--- config.mk ---
export PLATFORM = sky130hd
export DESIGN_NAME = qwa_accum
export DESIGN_NICKNAME = d
export VERILOG_FILES = /design/src/hw/rtl/assert_macros.svh /design/src/hw/rtl/qwa_pkg.sv /design/src/hw/rtl/qwa_accum.sv
export SDC_FILE = /design/constraint.sdc
export NUM_CORES = 1
export LEC_CHECK = 0
export ABC_AREA = 0
export BUFFER_PORTS_ARGS = -buffer_cell sky130_fd_sc_hd__buf_2
export CAP_MARGIN = 15
export CORE_ASPECT_RATIO = 0.8
export CORE_MARGIN = 8
export CORE_UTILIZATION = 55
export DETAILED_ROUTE_END_ITERATION = 16
export PLACE_DENSITY = 0.95
export SYNTH_ARGS = -nofsm -noshare
export SYNTH_HDL_FRONTEND = slang
export SYNTH_SLANG_ARGS = --single-unit
--- constraint.sdc ---
create_clock -name clk -period 14.15 [get_ports clk]
set_input_delay 1.415 -clock clk [delete_from_list [all_inputs] [get_ports clk]]
set_output_delay 1.415 -clock clk [all_outputs]
set_load 0.005 [all_outputs]
--- src/hw/rtl/assert_macros.svh ---
// Concurrent assertion helpers used by the top-level RTL.
`ifndef ASSERT_MACROS_SVH
`define ASSERT_MACROS_SVH

// Check a property on every rising clock edge outside reset.
`define QWA_ASSERT(label, clk, rst_n, prop) \
  label: assert property (@(posedge clk) disable iff (!rst_n) prop) \
    else $error("assertion failed");

// Check a property on every rising clock edge, reset included.
`define QWA_ASSERT_ALWAYS(label, clk, prop) \
  label: assert property (@(posedge clk) prop) \
    else $error("assertion failed");

`endif

--- src/hw/rtl/qwa_pkg.sv ---
package qwa_pkg;

  localparam int DeltaW    = 32;
  localparam int CoordBits = 32;
  localparam int TurnW     = 32;
  localparam int QuadW     = 2;
  localparam int ProdW     = 2 * DeltaW;

  typedef logic signed [DeltaW-1:0] delta_t;
  typedef logic signed [TurnW-1:0]  turn_t;
  typedef logic [QuadW-1:0]         quad_t;
  typedef logic signed [ProdW-1:0]  prod_t;

  typedef enum logic [QuadW-1:0] {
    STEP_NONE     = 2'd0,
    STEP_PLUS     = 2'd1,
    STEP_OPPOSITE = 2'd2,
    STEP_MINUS    = 2'd3
  } qstep_t;

  localparam quad_t QUAD_0 = 2'd0;
  localparam quad_t QUAD_1 = 2'd1;
  localparam quad_t QUAD_2 = 2'd2;
  localparam quad_t QUAD_3 = 2'd3;

  typedef struct packed {
    delta_t h;
    delta_t v;
    delta_t prev_h;
    delta_t prev_v;
    quad_t  quad;
    qstep_t step;
    logic   first;
  } s1_t;

  typedef struct packed {
    prod_t  prod_a;
    prod_t  prod_b;
    quad_t  quad;
    qstep_t step;
    logic   first;
  } s2_t;

  function automatic delta_t coord_value(logic [DeltaW-1:0] raw);
    delta_t shifted;
    shifted = $signed(raw << (DeltaW - CoordBits));
    return shifted >>> (DeltaW - CoordBits);
  endfunction

  function automatic quad_t classify(delta_t h, delta_t v);
    quad_t q;
    if (h >= 0 && v > 0) begin
      q = QUAD_0;
    end else if (h > 0 && v <= 0) begin
      q = QUAD_1;
    end else if (h <= 0 && v < 0) begin
      q = QUAD_2;
    end else begin
      q = QUAD_3;
    end
    return q;
  endfunction

endpackage

--- src/hw/rtl/qwa_accum.sv ---
module qwa_accum (
  input  logic            clk,
  input  logic            rst_n,
  input  logic            s2_valid,
  output logic            s2_ready,
  input  qwa_pkg::s2_t    s2,
  output logic            out_valid,
  input  logic            out_ready,
  output qwa_pkg::turn_t  out_quarter_turns,
  output logic            out_on_boundary,
  output qwa_pkg::quad_t  out_quadrant
);
  import qwa_pkg::*;

  localparam int SumW = TurnW + 2;

  logic                   out_valid_r;
  turn_t                  turn_r;
  logic                   flag_r;
  quad_t                  quad_r;
  turn_t                  turn_nxt;
  logic                   flag_nxt;
  logic signed [2:0]      step_amt;
  logic signed [SumW-1:0] sum;
  logic                   load;

  assign s2_ready = !out_valid_r || out_ready;
  assign load     = s2_valid && s2_ready;

  always_comb begin
    step_amt = 3'sd0;
    flag_nxt = flag_r;
    case (s2.step)
      STEP_PLUS:  step_amt = 3'sd1;
      STEP_MINUS: step_amt = -3'sd1;
      STEP_OPPOSITE: begin
        if (s2.prod_a < s2.prod_b) begin
          step_amt = 3'sd2;
        end else if (s2.prod_a > s2.prod_b) begin
          step_amt = -3'sd2;
        end else begin
          flag_nxt = 1'b1;
        end
      end
      default: step_amt = 3'sd0;
    endcase

    sum = SumW'(turn_r) + SumW'(step_amt);
    if (sum[SumW-1:TurnW-1] == '0 || sum[SumW-1:TurnW-1] == '1) begin
      turn_nxt = sum[TurnW-1:0];
    end else if (sum[SumW-1]) begin
      turn_nxt = {1'b1, {(TurnW-1){1'b0}}};
    end else begin
      turn_nxt = {1'b0, {(TurnW-1){1'b1}}};
    end

    if (s2.first) begin
      turn_nxt = '0;
      flag_nxt = 1'b0;
    end
  end

  always_ff @(posedge clk) begin
    if (!rst_n) begin
      out_valid_r <= 1'b0;
      turn_r      <= '0;
      flag_r      <= 1'b0;
    end else begin
      if (load) begin
        out_valid_r <= 1'b1;
        turn_r      <= turn_nxt;
        flag_r      <= flag_nxt;
      end else if (out_ready) begin
        out_valid_r <= 1'b0;
      end
    end
  end

  always_ff @(posedge clk) begin
    if (load) begin
      quad_r <= s2.quad;
    end
  end

  assign out_valid         = out_valid_r;
  assign out_quarter_turns = turn_r;
  assign out_on_boundary   = flag_r;
  assign out_quadrant      = quad_r;

endmodule

==> impl_results.md, run 1 <==
* Worst Path Arrival at 7.44 ns
* Routed WL per cell at 18.7 um
* Initial antenna violation count at 0
* Layout area overhead at 23.1%
* Peak VDD IR at 0.0000826 V
* Hold Crit Class: flip-flop to flip-flop
* Lkg Pwr at between 2 and 3 nW
* Ant diodes at 0
* Max clock buf depth at 2
* Synth Flop Type: dfxtp_1
* Crit Path Class: input pin to flip-flop
* Synth area leaders: ha_1 19%, dfxtp_1 15%, inv_1 7.2%
* Setup TNS at 0 ns
* Most common cell after layout, fill and taps aside: buf_2
* Worst Path Required at 14.34 ns
* CTS tree: yes
* DR DRC count at 0
* Clock root buffer: clkbuf_8
* Global-route wire length before repair at 27.6 mm
* Max_cap viols at 0
* Crit-path max FO at 26
* Drt pass-1 iters at 5
* Via count of the first global-routing pass at 5,530
* Register area share after synthesis at 0.162
* I/O pin total at 174
* Setup Buffers After CTS at 0
* Vias post-DR at 5,678
* Syn_area_per_cell at 7.11 sq um
* Leading area contributor after synthesis: ha_1
* Final hold violations at 0
* Final Cell Area at between 0.005 and 0.006 sq mm
* Die span in y at 97.5 um
* Core Region at 0.00798 sq mm
* H-tree depth at 2
* Sink Count at 36
* Final net count at 1,003
* Clk slew on worst S/H paths at roughly 0.08 ns
* Critical path startpoint category: input pin
* Dpl cell area at 0.00547 sq mm
* Layout cells sized above 1 at 0.263
* Commonest cells after routing, fill and taps aside: 173 x buf_2, 88 x inv_1, 68 x ha_1
* Asr flop ratio synth at 0
* Number of CTS-inserted buffers at 5
* GR Util All Layers at 0.284
* Final WL at approximately 17 mm
* PortBufs at 173
* Worst skew pair latency at 0.31 ns
* Outcome: finished clean
* Fmax achieved at about 0.14 GHz
* Post-DP HPWL at 13.6 mm
* Min Tclk post-route at 7.25 ns
* Pwr per Cell Area at 101 mW/mm^2
* Synth Cell Area at 0.00456 sq mm
* FP Rows at 29
* Total gr overflow at 0
* Tightest Pin Transition at around 0.98 ns
* Synth unique cells at 69
* Max-slew violation count at 0
* Setup-failing EPs final at 0
* Starting Density at 0.572
* Post-route clock period utilization at 0.513
* Synth Net Count at 848
* Iteration-0 DRC Markers at 600
* Hold-fix buffers, CTS at 0
* Post-route clock skew at 0.0187 ns
* Gate Count Post-Synth at 642
* Synthesis-stage register bit count at 36
* Chip width at 118 um
* FILL cells at 660
* RePlAce Congestion at 0.946
* RSZ-0062 raised after global routing: no
* Worst Setup End Kind: flip-flop
* Post-DR vias/cell at roughly 6.3
* Synth top area share at 0.186
* Slew headroom at 0.347
* CTS resizes at 0
* EDFF count, synth at 2
* Ys Warns at 0
* DRT antenna net count at 0
* Full die area at 0.0115 sq mm
* Largest net degree at the start of global routing at 41
## flip-flops by register name, summed over array words and instances (netlist names)
name	flops
out_on_boundary	1
out_quadrant	2
out_quarter_turns	32
out_valid	1
## power breakdown
group	internal, W	total [W]	switching (W)	leakage, nW
combinational	0.000115	0.000287	0.000172	2.49
sequential	0.000119	0.000157	0.0000378	0.298
clock	0.0000812	0.000124	0.0000427	0.0765
## cell type report
cell class / count / area, sq um / share of cell area
Sequential cell: 36 / 741 / 0.132
Timing Repair Buffer: 175 / 881 / 0.157
Tap cell: 108 / 135 / 0.0240
Clock inverter: 2 / 60.1 / 0.0107
Clock buffer: 6 / 93.8 / 0.0167
Inverter: 89 / 334 / 0.0595
Multi-Input combinational cell: 490 / 3370 / 0.601
## cell usage after synthesis, drive strengths merged (8+ instances only)
cell type and n:
or4 9, nand2 57, ha 68, nand3 23, nand4 24, nand2b 8, a21oi 44, a31o 8
clkbuf 16, a21o 8, o21ai 25, buf 11, a211oi 12, inv 89, dfxtp 34, and3 8
nor2 48, nor4 27, nor3 27
## cells by family (layout without fill, tap and decap cells)
| group | count (synthesis) | after routing | share of synthesized area |
|---|---|---|---|
| AO/OA/AOI/OAI | 153 | 153 | 0.229 |
| multiplexers | 4 | 4 | 0.0115 |
| buffers and inverters | 116 | 272 | 0.0993 |
| AND/OR/NAND/NOR | 259 | 259 | 0.297 |
| adder cells (fa/ha/maj) | 71 | 71 | 0.195 |
| XOR/XNOR | 3 | 3 | 0.00576 |
| flip-flops | 36 | 36 | 0.162 |
## layer usage
layer  global-route usage  wire [um]
met3               0.0563       1880
met2                0.481       7910
met1                0.353       6710
met4               0.0933        441
met5                    0          0
## critical path, cell delays in order
cell and delay (ns):
buf_2 0.08, inv_1 0.03, ha_1 0.40, nand4_2 0.19
nor3_1 0.08, a22o_1 0.26, a2111oi_0 0.63, o211ai_2 0.24
nand2b_1 0.23, xnor2_1 0.19, nand2_1 0.13, nand2_1 0.14
inv_1 0.06, ha_1 0.27, a21oi_1 0.16, nor2_1 0.25
nand3_1 0.21, or4_1 0.55, mux2i_1 0.29, o21a_1 0.24
o21a_1 0.80, nor3_1 0.20, a221o_1 0.37
## final timing paths
kind	endpoint	slack (ns)	depth (start not counted)	from
min	out_on_boundary$_SDFFE_PN0P_	0.49	1	out_on_boundary$_SDFFE_PN0P_
min reg2reg	out_on_boundary$_SDFFE_PN0P_	0.49	1	out_on_boundary$_SDFFE_PN0P_
max	out_quarter_turns[17]$_SDFFE_PN0P_	6.90	23	s2[68]
max reg2reg	out_quarter_turns[17]$_SDFFE_PN0P_	9.61	11	out_quarter_turns[17]$_SDFFE_PN0P_
## through the flow
stage	instances	hold WS, ns	power, W	setup slack (ns)	util
after floorplan	642	0.464	0.000339	8.15	-
after global placement	898	0.450	0.000426	7.11	0.685
after detailed placement	898	0.468	0.000436	6.73	0.685
after CTS	906	0.486	0.000560	7.00	0.704
after global routing	906	0.503	0.000605	6.48	0.704
final	906	0.486	0.000568	6.90	0.704
(Power assumes the default switching activity.)
==> run 2: changes to the inputs <==
CORE_UTILIZATION = 51   (was 55)
PLACE_DENSITY = 0.92   (was 0.95)
clock period = 7.1 ns   (was 14.15 ns; I/O delays follow)
==> impl_results.md, run 2 (synthesis gave the netlist of run 1 again) <==
* R2r worst-path depth at 11
* Max-slew violation count at 0
* Worst Setup End Kind: flip-flop
* Worst Path Arrival at between 6 and 7 ns
* Cells on Worst Hold Path at 1
* H-tree depth at 2
* Initial antenna violation count at 0
* Hold Crit Class: flip-flop to flip-flop
* CTS tree: yes
* Total gr overflow at 0
* Core Region at 0.00888 sq mm
* Full die area at 0.0122 sq mm
* Critical path depth at 23
* Peak VDD IR at between 0.00015 and 0.0002 V
* Iteration-0 DRC Markers at 570
* Slew headroom at 0.420
* Clk slew on worst S/H paths at 0.08 ns
* Final Cell Area at 0.00557 sq mm
* Number of CTS-inserted buffers at 5
* Tightest Pin Transition at 0.869 ns
* Setup-failing EPs final at 0
* Via count of the first global-routing pass at 5,127
* Sink Count at 36
* Worst R2R Start: out_quarter_turns[16]$_SDFFE_PN0P_
* DR DRC count at 0
* CTS resizes at 0
* Dpl cell area at 0.00548 sq mm
* Commonest cells after routing, fill and taps aside: 173 x buf_2, 88 x inv_1, 68 x ha_1
* Max clock buf depth at 2
* Post-DP HPWL at around 12 mm
* Crit-path max FO at 26
* Hold-fix buffers, CTS at 0
* Fmax achieved at 0.164 GHz
* Global-route wire length before repair at 24.2 mm
* Tot Pwr at 0.00102 W
* Clock root buffer: clkbuf_8
* Ant diodes at 0
* Final hold violations at 0
* Die span in y at 101 um
* Hold EP: out_on_boundary$_SDFFE_PN0P_
* Worst Path Required at 7.28 ns
* Chip width at 122 um
* Worst skew pair latency at 0.29 ns
* Lkg Pwr at 2.84 nW
* Layout cells sized above 1 at 0.264
* Final net count at 1,004
* Pwr per Cell Area at 183 mW/mm^2
* Layout area overhead at 22.2%
* DRT antenna net count at 0
* I/O pin total at 174
* Largest net degree at the start of global routing at 41
* Routed WL per cell at 16.6 um
* Post-DR vias/cell at 5.99
* Min-delay src: out_on_boundary$_SDFFE_PN0P_
* Crit Path Class: input pin to flip-flop
* Most common cell after layout, fill and taps aside: buf_2
* Min Tclk post-route at 6.10 ns
* PortBufs at 173
* Setup TNS at 0 ns
* Starting Density at 0.514
* GR Util All Layers at 0.237
* RSZ-0062 raised after global routing: no
* Slowest stage delay, CP at 0.73 ns
* Vias post-DR at 5,477
* FP Rows at 31
* RePlAce Congestion at roughly 1.0
* Reg2Reg Setup Slack at approximately 2.8 ns
* WP buf/inv at 3
* Post-route clock skew at 0.00360 ns
* Critical path startpoint category: input pin
* Slowest CP cell: o21a_1
* CP cell instances: buf_2, inv_1, ha_1, nand4_2, nor3_1, a22o_1, a2111oi_0, o211ai_2, nand2b_1, xnor2_1, nand2_1, nand2_1, inv_1, ha_1, a21oi_1, nor2_1, nand3_1, or4_1, mux2i_1, o21a_1, o21a_1, nor3_1, a221o_1
* Outcome: finished clean
* Final WL at 15.2 mm
* Max_cap viols at 0
* Max reg flops at 32
* Critical R2R Capture: out_quarter_turns[19]$_SDFFE_PN0P_
* Setup Buffers After CTS at 0
* Drt pass-1 iters at 5
* Post-route clock period utilization at 0.859
* Critical path's top delay family: compound AO/OA/AOI/OAI gates
## run 2: area by class of cell
cell class / count / area, sq um
clock buffer: 6 / 82.6
timing repair buffer: 176 / 888
clock inverter: 2 / 10.0
inverter: 89 / 334
tap: 115 / 144
fill: 787 / 3310
multi-input combinational: 490 / 3370
sequential: 36 / 741
## run 2: power by group
group | internal (W) | leakage, nW | switching, W
Combinational | 0.000228 | 2.49 | 0.000326
Clock | 0.0000775 | 0.0510 | 0.0000797
Sequential | 0.000238 | 0.298 | 0.0000717
## run 2: metal layers
metal / part of all wire / vias up / GRT usage
met4: 0.026 / 0 / 0.0757
met1: 0.39 / 2429 / 0.297
li1: - / 2665 / -
met5: 0 / - / 0
met3: 0.12 / 48 / 0.0582
met2: 0.46 / 335 / 0.390
## run 2: per-stage QoR
stage | cells | hold WS (ns) | utilization | setup slack [ns]
floorplan | 642 | 0.464 | - | 1.81
global placement | 906 | 0.450 | 0.617 | 0.891
detailed placement | 906 | 0.458 | 0.617 | 0.791
CTS | 914 | 0.478 | 0.628 | 1.03
global route | 914 | 0.507 | 0.628 | 0.553
finish | 914 | 0.478 | 0.628 | 0.999
## run 2: worst max path at each step
| stage | from | endpoint |
|---|---|---|
| after floorplan | s2[43] | out_quarter_turns[3]$_SDFFE_PN0P_ |
| after global placement | s2[40] | out_quarter_turns[17]$_SDFFE_PN0P_ |
| after detailed placement | s2[40] | out_quarter_turns[19]$_SDFFE_PN0P_ |
| after CTS | s2[68] | out_quarter_turns[19]$_SDFFE_PN0P_ |
| after global routing | s2[43] | out_quarter_turns[19]$_SDFFE_PN0P_ |
| final | s2[68] | out_quarter_turns[19]$_SDFFE_PN0P_ |
