==> src/hw/rtl/assert_macros.svh <==
// Concurrent assertion helpers used by the top-level RTL.
`ifndef ASSERT_MACROS_SVH
`define ASSERT_MACROS_SVH

// Check a property on every rising clock edge outside reset.
`define QWA_ASSERT(label, clk, rst_n, prop) \
  label: assert property (@(posedge clk) disable iff (!rst_n) prop) \
    else $error("assertion failed");

// Check a property on every rising clock edge, reset included.
`define QWA_ASSERT_ALWAYS(label, clk, prop) \
  label: assert property (@(posedge clk) prop) \
    else $error("assertion failed");

`endif

==> src/hw/rtl/qwa_pkg.sv <==
package qwa_pkg;

  localparam int DeltaW    = 32;
  localparam int CoordBits = 32;
  localparam int TurnW     = 32;
  localparam int QuadW     = 2;
  localparam int ProdW     = 2 * DeltaW;

  typedef logic signed [DeltaW-1:0] delta_t;
  typedef logic signed [TurnW-1:0]  turn_t;
  typedef logic [QuadW-1:0]         quad_t;
  typedef logic signed [ProdW-1:0]  prod_t;

  typedef enum logic [QuadW-1:0] {
    STEP_NONE     = 2'd0,
    STEP_PLUS     = 2'd1,
    STEP_OPPOSITE = 2'd2,
    STEP_MINUS    = 2'd3
  } qstep_t;

  localparam quad_t QUAD_0 = 2'd0;
  localparam quad_t QUAD_1 = 2'd1;
  localparam quad_t QUAD_2 = 2'd2;
  localparam quad_t QUAD_3 = 2'd3;

  typedef struct packed {
    delta_t h;
    delta_t v;
    delta_t prev_h;
    delta_t prev_v;
    quad_t  quad;
    qstep_t step;
    logic   first;
  } s1_t;

  typedef struct packed {
    prod_t  prod_a;
    prod_t  prod_b;
    quad_t  quad;
    qstep_t step;
    logic   first;
  } s2_t;

  function automatic delta_t coord_value(logic [DeltaW-1:0] raw);
    delta_t shifted;
    shifted = $signed(raw << (DeltaW - CoordBits));
    return shifted >>> (DeltaW - CoordBits);
  endfunction

  function automatic quad_t classify(delta_t h, delta_t v);
    quad_t q;
    if (h >= 0 && v > 0) begin
      q = QUAD_0;
    end else if (h > 0 && v <= 0) begin
      q = QUAD_1;
    end else if (h <= 0 && v < 0) begin
      q = QUAD_2;
    end else begin
      q = QUAD_3;
    end
    return q;
  endfunction

endpackage

==> src/hw/rtl/qwa_front.sv <==
module qwa_front (
  input  logic           clk,
  input  logic           rst_n,
  input  logic           in_valid,
  output logic           in_ready,
  input  qwa_pkg::delta_t in_delta_h,
  input  qwa_pkg::delta_t in_delta_v,
  input  logic           in_first_vertex,
  output logic           s1_valid,
  input  logic           s1_ready,
  output qwa_pkg::s1_t   s1
);
  import qwa_pkg::*;

  logic   s1_valid_r;
  s1_t    s1_r;
  delta_t prev_h_r;
  delta_t prev_v_r;
  quad_t  prev_q_r;
  delta_t h;
  delta_t v;
  quad_t  q;
  logic   accept;

  assign h        = coord_value(in_delta_h);
  assign v        = coord_value(in_delta_v);
  assign q        = classify(h, v);
  assign in_ready = !s1_valid_r || s1_ready;
  assign accept   = in_valid && in_ready;

  always_ff @(posedge clk) begin
    if (!rst_n) begin
      s1_valid_r <= 1'b0;
      prev_h_r   <= '0;
      prev_v_r   <= '0;
      prev_q_r   <= QUAD_0;
    end else begin
      if (accept) begin
        s1_valid_r <= 1'b1;
        prev_h_r   <= h;
        prev_v_r   <= v;
        prev_q_r   <= q;
      end else if (s1_ready) begin
        s1_valid_r <= 1'b0;
      end
    end
  end

  always_ff @(posedge clk) begin
    if (accept) begin
      s1_r.h      <= h;
      s1_r.v      <= v;
      s1_r.prev_h <= prev_h_r;
      s1_r.prev_v <= prev_v_r;
      s1_r.quad   <= q;
      s1_r.step   <= qstep_t'(quad_t'(q - prev_q_r));
      s1_r.first  <= in_first_vertex;
    end
  end

  assign s1_valid = s1_valid_r;
  assign s1       = s1_r;

endmodule

==> config.mk <==
export PLATFORM = sky130hd
export DESIGN_NAME = qwa_front
export DESIGN_NICKNAME = d
export VERILOG_FILES = /design/src/hw/rtl/assert_macros.svh /design/src/hw/rtl/qwa_pkg.sv /design/src/hw/rtl/qwa_front.sv
export SDC_FILE = /design/constraint.sdc
export NUM_CORES = 1
export LEC_CHECK = 0
export ABC_AREA = 1
export BUFFER_PORTS_ARGS = -buffer_cell sky130_fd_sc_hd__buf_2
export CORE_AREA = 3 3 133 135
export CTS_CLUSTER_DIAMETER = 150
export CTS_CLUSTER_SIZE = 16
export DETAILED_ROUTE_END_ITERATION = 16
export DIE_AREA = 0 0 136 138
export PLACE_DENSITY = 0.71
export SETUP_SLACK_MARGIN = 0.02
export SKIP_CTS_REPAIR_TIMING = 1
export SLEW_MARGIN = 20
export SYNTH_ARGS = -nofsm -noshare
export SYNTH_HDL_FRONTEND = slang
export SYNTH_SLANG_ARGS = --single-unit
export TNS_END_PERCENT = 50
==> constraint.sdc <==
create_clock -name clk -period 1.7 [get_ports clk]
set_clock_uncertainty 0.05 [all_clocks]
set_input_delay 0.34 -clock clk [delete_from_list [all_inputs] [get_ports clk]]
set_output_delay 0.34 -clock clk [all_outputs]
set_load 0.01 [all_outputs]
==> results_dict.tcl, run 1 <==
set metrics [dict create \
    design_area_um2 9012 \
    io_buffers 203 \
    grt_overflow_total 0 \
    seqCellArea_um2 5335 \
    final_cells 996 \
    rsz0062_at_grt "no" \
    hp-start "in_first_vertex" \
    synth_cells 495 \
    grt_pass1_vias 4535 \
    synth.net_count 565 \
    yosysSeqAreaShare 0.8023 \
    multi_input_area_um2 1165 \
    path_max_fanout 2 \
    crit_top_cell "nand2_1" \
    worstMarginPinSlew_ns 0.3617 \
    drtAntennaViolNets 0 \
    routed-via-count 4491 \
    dp_cells 964 \
    post_dp_cell_area_um2 8391 \
    period_needed_ns 1.523 \
    netlist.area_leader.share 0.6006 \
    synth_most_common_cell "nor2_1" \
    async_flop_share 0 \
    post-dp-hpwl_um 10170 \
    hold_viol_final 0 \
    ys_seq_elements 200 \
    slew_headroom 0.7588 \
    grt.total_usage 0.1535 \
    leakagePower_nw 3.831 \
    insertion_delay_ns 0.42 \
    setup_violations 0 \
    min_to "s1[0]" \
    worstPathCellList "buf_2 -> nor2_1 -> nand2_1 -> nor2_2 -> nand2_2 -> o21ai_2 -> nand2_1 -> nand2_2 -> ha_2 -> xnor2_2 -> inv_1 -> nand2_1 -> nand2_1" \
    post_drt_wl_per_cell_um 14.23 \
    num_rows 47 \
    path_clk_slew_ns 0.07 \
    antennaDiodeCount 0 \
    root_buffer "clkbuf_16" \
    grt_pass1_wl_um 22670 \
    synth_edf_count 133 \
    synth_commonest_cells "nor2_1, edfxtp_1, dfxtp_1" \
    synth.avg_cell_area_um2 13.43 \
    cts-buffers-inserted 17 \
    viasPerCell 4.509 \
    nets 833 \
    required_ns 1.83 \
    drv_slew 0 \
    hold_path_depth 1 \
    max_clock_freq_ghz 0.6564 \
    areaGrowthSynthToFinish_pct 35.52 \
    initial_core_util 0.4010 \
    drcViolationCount 0 \
    maxCapViolCount 0 \
    synthTopCellsByArea "edfxtp_1, dfxtp_1, nor2_1" \
    critPathMaxStageDelay_ns 0.19 \
    netlist_area_um2 6650 \
    pin_count 204 \
    whs_ns 0.04807 \
    critPathKind "input pin to flip-flop" \
    cpMaxStageDelayCell "ha_2" \
    cp_top_family "simple AND/OR/NAND/NOR gates" \
    die_w_um 136 \
    fp.coreArea_um2 16580 \
    yosys_warnings 0 \
    ir_drop_mv 0.6701 \
    synth_cell_types 23 \
    cts-htree-levels 4 \
    grt_max_degree 46 \
    powerDensity_nw_per_um2 1194 \
    antenna_found_initial 0 \
    cp-end-kind "flip-flop" \
    cts_sinks 200 \
    final_util 0.5435 \
    num-fill-cells 1420 \
    finalWirelength_um 14180 \
    synth-main-ff-cell "edfxtp_1" \
    cp_data_arrival_time_ns 1.65 \
    dr.pass1.iters 4 \
    die_h_um 138 \
    hp-class "input pin to flip-flop" \
    drive_above_1_share 0.4124 \
    outcome "completed" \
    clockBufferDepth 2 \
    rr_endpoint "s1[129]" \
    synth_area_leader_cell "edfxtp_1" \
    drt_iter0_drc 234 \
    period_share 0.8962 \
    r2r_cells 4 \
    p_total_mw 10.76 \
    r2r-start "s1_valid" \
    tritoncts "yes" \
    start_kind "input pin" \
    die-area_um2 18770 \
    gp_congestion 0.7587 \
    rrSetupSlack_ns 0.31 \
    path_buf_inv 2 \
]
## kinds of logic after synthesis
logic type / after synthesis / synth area share
flip-flops: 200 / 0.8023
XOR/XNOR: 1 / 0.001317
buffers and inverters: 31 / 0.02578
AND/OR/NAND/NOR: 187 / 0.1108
AO/OA/AOI/OAI: 75 / 0.05795
adder cells (fa/ha/maj): 1 / 0.001881
## cell usage in the layout (no fill, tap or decap)
cell type,netlist,layout
nor2_1,154,152
buf_2,2,203
ha_2,0,1
clkinv_4,0,3
clkinv_2,0,2
xnor2_2,0,1
edfxtp_1,133,133
a21boi_0,1,1
buf_12,0,6
nand2_2,4,5
dfxtp_1,67,67
clkinvlp_4,0,2
inv_6,0,4
and2_1,1,1
clkinv_1,1,3
a21oi_2,2,2
clkbuf_16,0,17
nand4_1,3,3
o21ai_1,6,5
inv_2,5,4
nor2_2,2,4
bufinv_16,0,3
buf_4,0,61
nand2_4,1,1
nand2_1,20,19
inv_1,4,4
o21ai_2,0,1
nand3_1,2,2
o21ai_0,61,61
a21oi_1,5,5
## power by group
part | total (mW) | leakage (nW) | switching [mW] | internal, mW
logic | 0.992 | 1.67 | 0.572 | 0.420
registers | 5.69 | 1.87 | 0.113 | 5.58
clock network | 4.07 | 0.289 | 1.75 | 2.32
## state kept, by name, summed over array words and instances, names as in the netlist
name / flops
s1: 133
prev_h_r: 32
prev_v_r: 32
prev_q_r: 2
s1_valid: 1
## final cells by class
class,count,area share
clock buffer,17,0.04720
clock inverter,15,0.01944
inverter,10,0.004720
multi-input combinational,264,0.1293
sequential,200,0.5920
tap,220,0.03054
timing repair buffer,270,0.1769
## through the flow
step | TNS (ns) | worst slack, ns
after floorplan | 0 | 0.02618
after CTS | 0 | 0.06045
after global routing | 0 | 0.01876
after detailed placement | -0.5607 | -0.3998
after global placement | -0.4772 | -0.3355
final | 0 | 0.1765
## worst max-delay path by stage
stage / depth (start not counted) / end / slack [ns] / startpoint
final: 13 / s1[2] / 0.18 / in_delta_h[28]
after global routing: 13 / s1[2] / 0.02 / in_delta_h[3]
after CTS: 13 / s1[2] / 0.06 / in_delta_h[28]
after detailed placement: 13 / s1[2] / -0.40 / in_delta_h[28]
after global placement: 13 / s1[2] / -0.34 / in_delta_h[28]
after floorplan: 13 / s1[2] / 0.03 / in_delta_v[1]
## worst reg2reg max path: cells and delay by family, from the launching register on
kind	cells	cell delay, ns
and+or+nand+nor	2	0.17
buffers and inverters	2	0.53
DFF	1	0.32
## routing by layer
metal	wire length [um]	vias to the layer above	share of wire	track usage
li1	-	2236	-	-
met5	0	-	0	0
met4	309	0	0.022	0.05995
met1	5919	2080	0.42	0.1867
met2	6806	153	0.48	0.2519
met3	1142	22	0.081	0.05160
No activity file was read; power rests on OpenSTA's default activity.
==> run 2, diff against run 1 <==
--- a/config.mk
+++ b/config.mk
@@ -5,14 +5,13 @@
 export SDC_FILE = /design/constraint.sdc
 export NUM_CORES = 1
 export LEC_CHECK = 0
-export ABC_AREA = 1
 export BUFFER_PORTS_ARGS = -buffer_cell sky130_fd_sc_hd__buf_2
-export CORE_AREA = 3 3 133 135
+export CORE_AREA = 3 3 134 136
 export CTS_CLUSTER_DIAMETER = 150
 export CTS_CLUSTER_SIZE = 16
 export DETAILED_ROUTE_END_ITERATION = 16
-export DIE_AREA = 0 0 136 138
-export PLACE_DENSITY = 0.71
+export DIE_AREA = 0 0 137 139
+export PLACE_DENSITY = 0.7
 export SETUP_SLACK_MARGIN = 0.02
 export SKIP_CTS_REPAIR_TIMING = 1
 export SLEW_MARGIN = 20
==> run 2 against run 1 <==
The run now ends with negative setup slack left; utilization is 0.091 points lower; sequential cell count stayed put; critical path depth is 5 lower; sequential share of layout area decreased by 1.5 points; count of clock-buffer cells in the layout is 3 higher; clock power shrank 8.6%; non-clock buffer count up 4; hold slack better by 0.0048 ns; final cell count down 3.1%; combinational power is 3.9% lower; via count decreased by 1.7%; critical path type unchanged; highest routed layer unchanged.
==> results_dict.tcl, run 2 <==
set metrics [dict create \
    hp-start "in_first_vertex" \
    p_comb_frac 0.093 \
    synth_area_leader_cell "edfxtp_1" \
    io_buffers 203 \
    min_to "s1[0]" \
    num_rows 48 \
    hp-class "input pin to flip-flop" \
    setup_violations 1 \
    required_ns 1.82 \
    yosysSeqAreaShare 0.7970 \
    yosys_warnings 0 \
    design_area_um2 9254 \
    grt_overflow_total 0 \
    synth_cell_types 26 \
    cts-htree-levels 4 \
    root_buffer "clkbuf_16" \
    grtUsageMet1 0.1902 \
    outcome "complete, but fails checks" \
    slew_headroom 0.7451 \
    dr.pass1.iters 4 \
    critPathKind "input pin to flip-flop" \
    rr_endpoint "prev_v_r[14]" \
    drt_iter0_drc 167 \
    routed-via-count 4413 \
    p_seq_frac 0.546 \
    worstMarginPinSlew_ns 0.3823 \
    rrSetupSlack_ns 0.29 \
    rsz0062_at_grt "yes" \
    r2r_cells 6 \
    critPathMaxStageDelay_ns 0.37 \
    initial_core_util 0.3925 \
    synth_commonest_cells "edfxtp_1, nand2_1, dfxtp_1" \
    violations "negative setup slack" \
    worstPathCellList "buf_2 -> nor4_2 -> and4_4 -> nand2_2 -> a22o_1 -> ha_2 -> xnor2_2 -> xnor2_2" \
    hold_path_depth 1 \
    die_h_um 139 \
    grt.total_usage 0.1536 \
    leakagePower_nw 3.751 \
    pin_count 204 \
    crit_top_cell "xnor2_2" \
    grt_pass1_vias 4342 \
    final_common_cell "buf_2" \
    path_max_fanout 2 \
    gr-usage-met3 0.04935 \
    powerDensity_nw_per_um2 1111 \
    layout_setup_ws_ns -0.05089 \
    cpMaxStageDelayCell "nor4_2" \
    post_drt_wl_per_cell_um 15.37 \
    async_flop_share 0 \
    intPower_mw 7.908 \
    post_dp_cell_area_um2 8546 \
    synth_edf_count 133 \
    final_util 0.5425 \
    r2r-start "s1_valid" \
    start_kind "input pin" \
    maxCapViolCount 0 \
    netlist_area_um2 6694 \
    layout_common_cells "buf_2, edfxtp_1, nand2_1" \
    fp.coreArea_um2 17060 \
    period_needed_ns 1.751 \
    viasPerCell 4.573 \
    grt_pass1_wl_um 22490 \
    ir_drop_mv 0.6348 \
    antenna_found_initial 0 \
    areaGrowthSynthToFinish_pct 38.24 \
    hold_viol_final 0 \
    netSwitchingFraction 0.2310 \
    num-fill-cells 1414 \
    synth.avg_cell_area_um2 14.71 \
    period_share 1.030 \
    met2_usage 0.2569 \
    antennaDiodeCount 0 \
    ys_seq_elements 200 \
    netlist.area_leader.share 0.5966 \
    die_w_um 137 \
    finalWirelength_um 14840 \
    p_switching_mw 2.376 \
    synth.net_count 525 \
    cts_sinks 200 \
    cp_data_arrival_time_ns 1.87 \
    synth-main-ff-cell "edfxtp_1" \
    synth_most_common_cell "edfxtp_1" \
    max_clock_freq_ghz 0.5711 \
    insertion_delay_ns 0.41 \
    p_clk_frac 0.361 \
    seqCellArea_um2 5335 \
    tritoncts "yes" \
    clockBufferDepth 2 \
    drcViolationCount 0 \
    post-dp-hpwl_um 10470 \
    synthTopCellsByArea "edfxtp_1, dfxtp_1, nand2_1" \
    cts-buffers-inserted 17 \
    path_clk_slew_ns 0.07 \
    cp-end-kind "flip-flop" \
    grt_busiest_layer "met2" \
    die-area_um2 19040 \
    largest_reg_flops 133 \
    gp_congestion 0.7572 \
    grt_max_degree 69 \
    drive_above_1_share 0.4473 \
    multi_input_area_um2 1406 \
    drv_slew 0 \
    synth_cells 455 \
    drtAntennaViolNets 0 \
    nets 797 \
]
run 2: final cells by class:
class / count / share of cell area
flip-flops and latches: 200 / 0.5765
repair buffers: 274 / 0.1793
multi-input cells: 230 / 0.1520
clock buffers: 20 / 0.04935
well taps: 225 / 0.03042
clock inverters: 12 / 0.01028
inverters: 4 / 0.002163
run 2: stage by stage:
stage	cells	TNS, ns	hold slack, ns	power (mW)	worst slack [ns]
after floorplan	455	-0.1260	0.3581	6.096	-0.1260
after global placement	932	-2.491	0.3607	6.623	-0.6551
after detailed placement	932	-2.556	0.3647	6.659	-0.6435
after CTS	964	-0.3248	0.03285	10.38	-0.1911
after global routing	965	-0.08734	0.03317	10.72	-0.08734
final	965	-0.05089	0.05286	10.28	-0.05089
run 2: worst max path at each step:
| stage | startpoint | to | slack [ns] | depth (start not counted) |
|---|---|---|---|---|
| after floorplan | in_delta_h[7] | s1[2] | -0.13 | 7 |
| after global placement | in_delta_v[24] | s1[2] | -0.66 | 9 |
| after detailed placement | in_delta_v[15] | s1[2] | -0.64 | 8 |
| after CTS | in_delta_v[23] | s1[2] | -0.19 | 9 |
| after global routing | in_delta_h[27] | s1[2] | -0.09 | 8 |
| final | in_delta_v[16] | s1[2] | -0.05 | 8 |
run 2: layer usage:
metal | share of wire | up-vias
met5 | 0 | -
met4 | 0.014 | 0
met3 | 0.069 | 14
met2 | 0.50 | 120
met1 | 0.42 | 2109
li1 | - | 2170
run 2: cells by family after synthesis:
family	count (synthesis)	synth area share
XOR/XNOR	2	0.003739
AND/OR/NAND/NOR	155	0.09963
AO/OA/AOI/OAI	72	0.08224
buffers and inverters	25	0.01551
flip-flops	200	0.7970
adder cells (fa/ha/maj)	1	0.001869
run 2: worst max-delay path, delay by kind of cell:
family	cells	cell delay (ns)
XOR/XNOR	2	0.28
buffers and inverters	1	0.11
AND/OR/NAND/NOR	3	0.74
adder cells (fa/ha/maj)	1	0.19
AO/OA/AOI/OAI	1	0.22
run 2: power by group through the flow:
stage | registers (mW) | clock network, mW | logic, mW
after floorplan | 5.83 | 0 | 0.269
after global placement | 5.71 | 0 | 0.911
after detailed placement | 5.73 | 0 | 0.933
after CTS | 5.62 | 3.82 | 0.936
after global routing | 5.64 | 4.03 | 1.05
final | 5.61 | 3.72 | 0.953
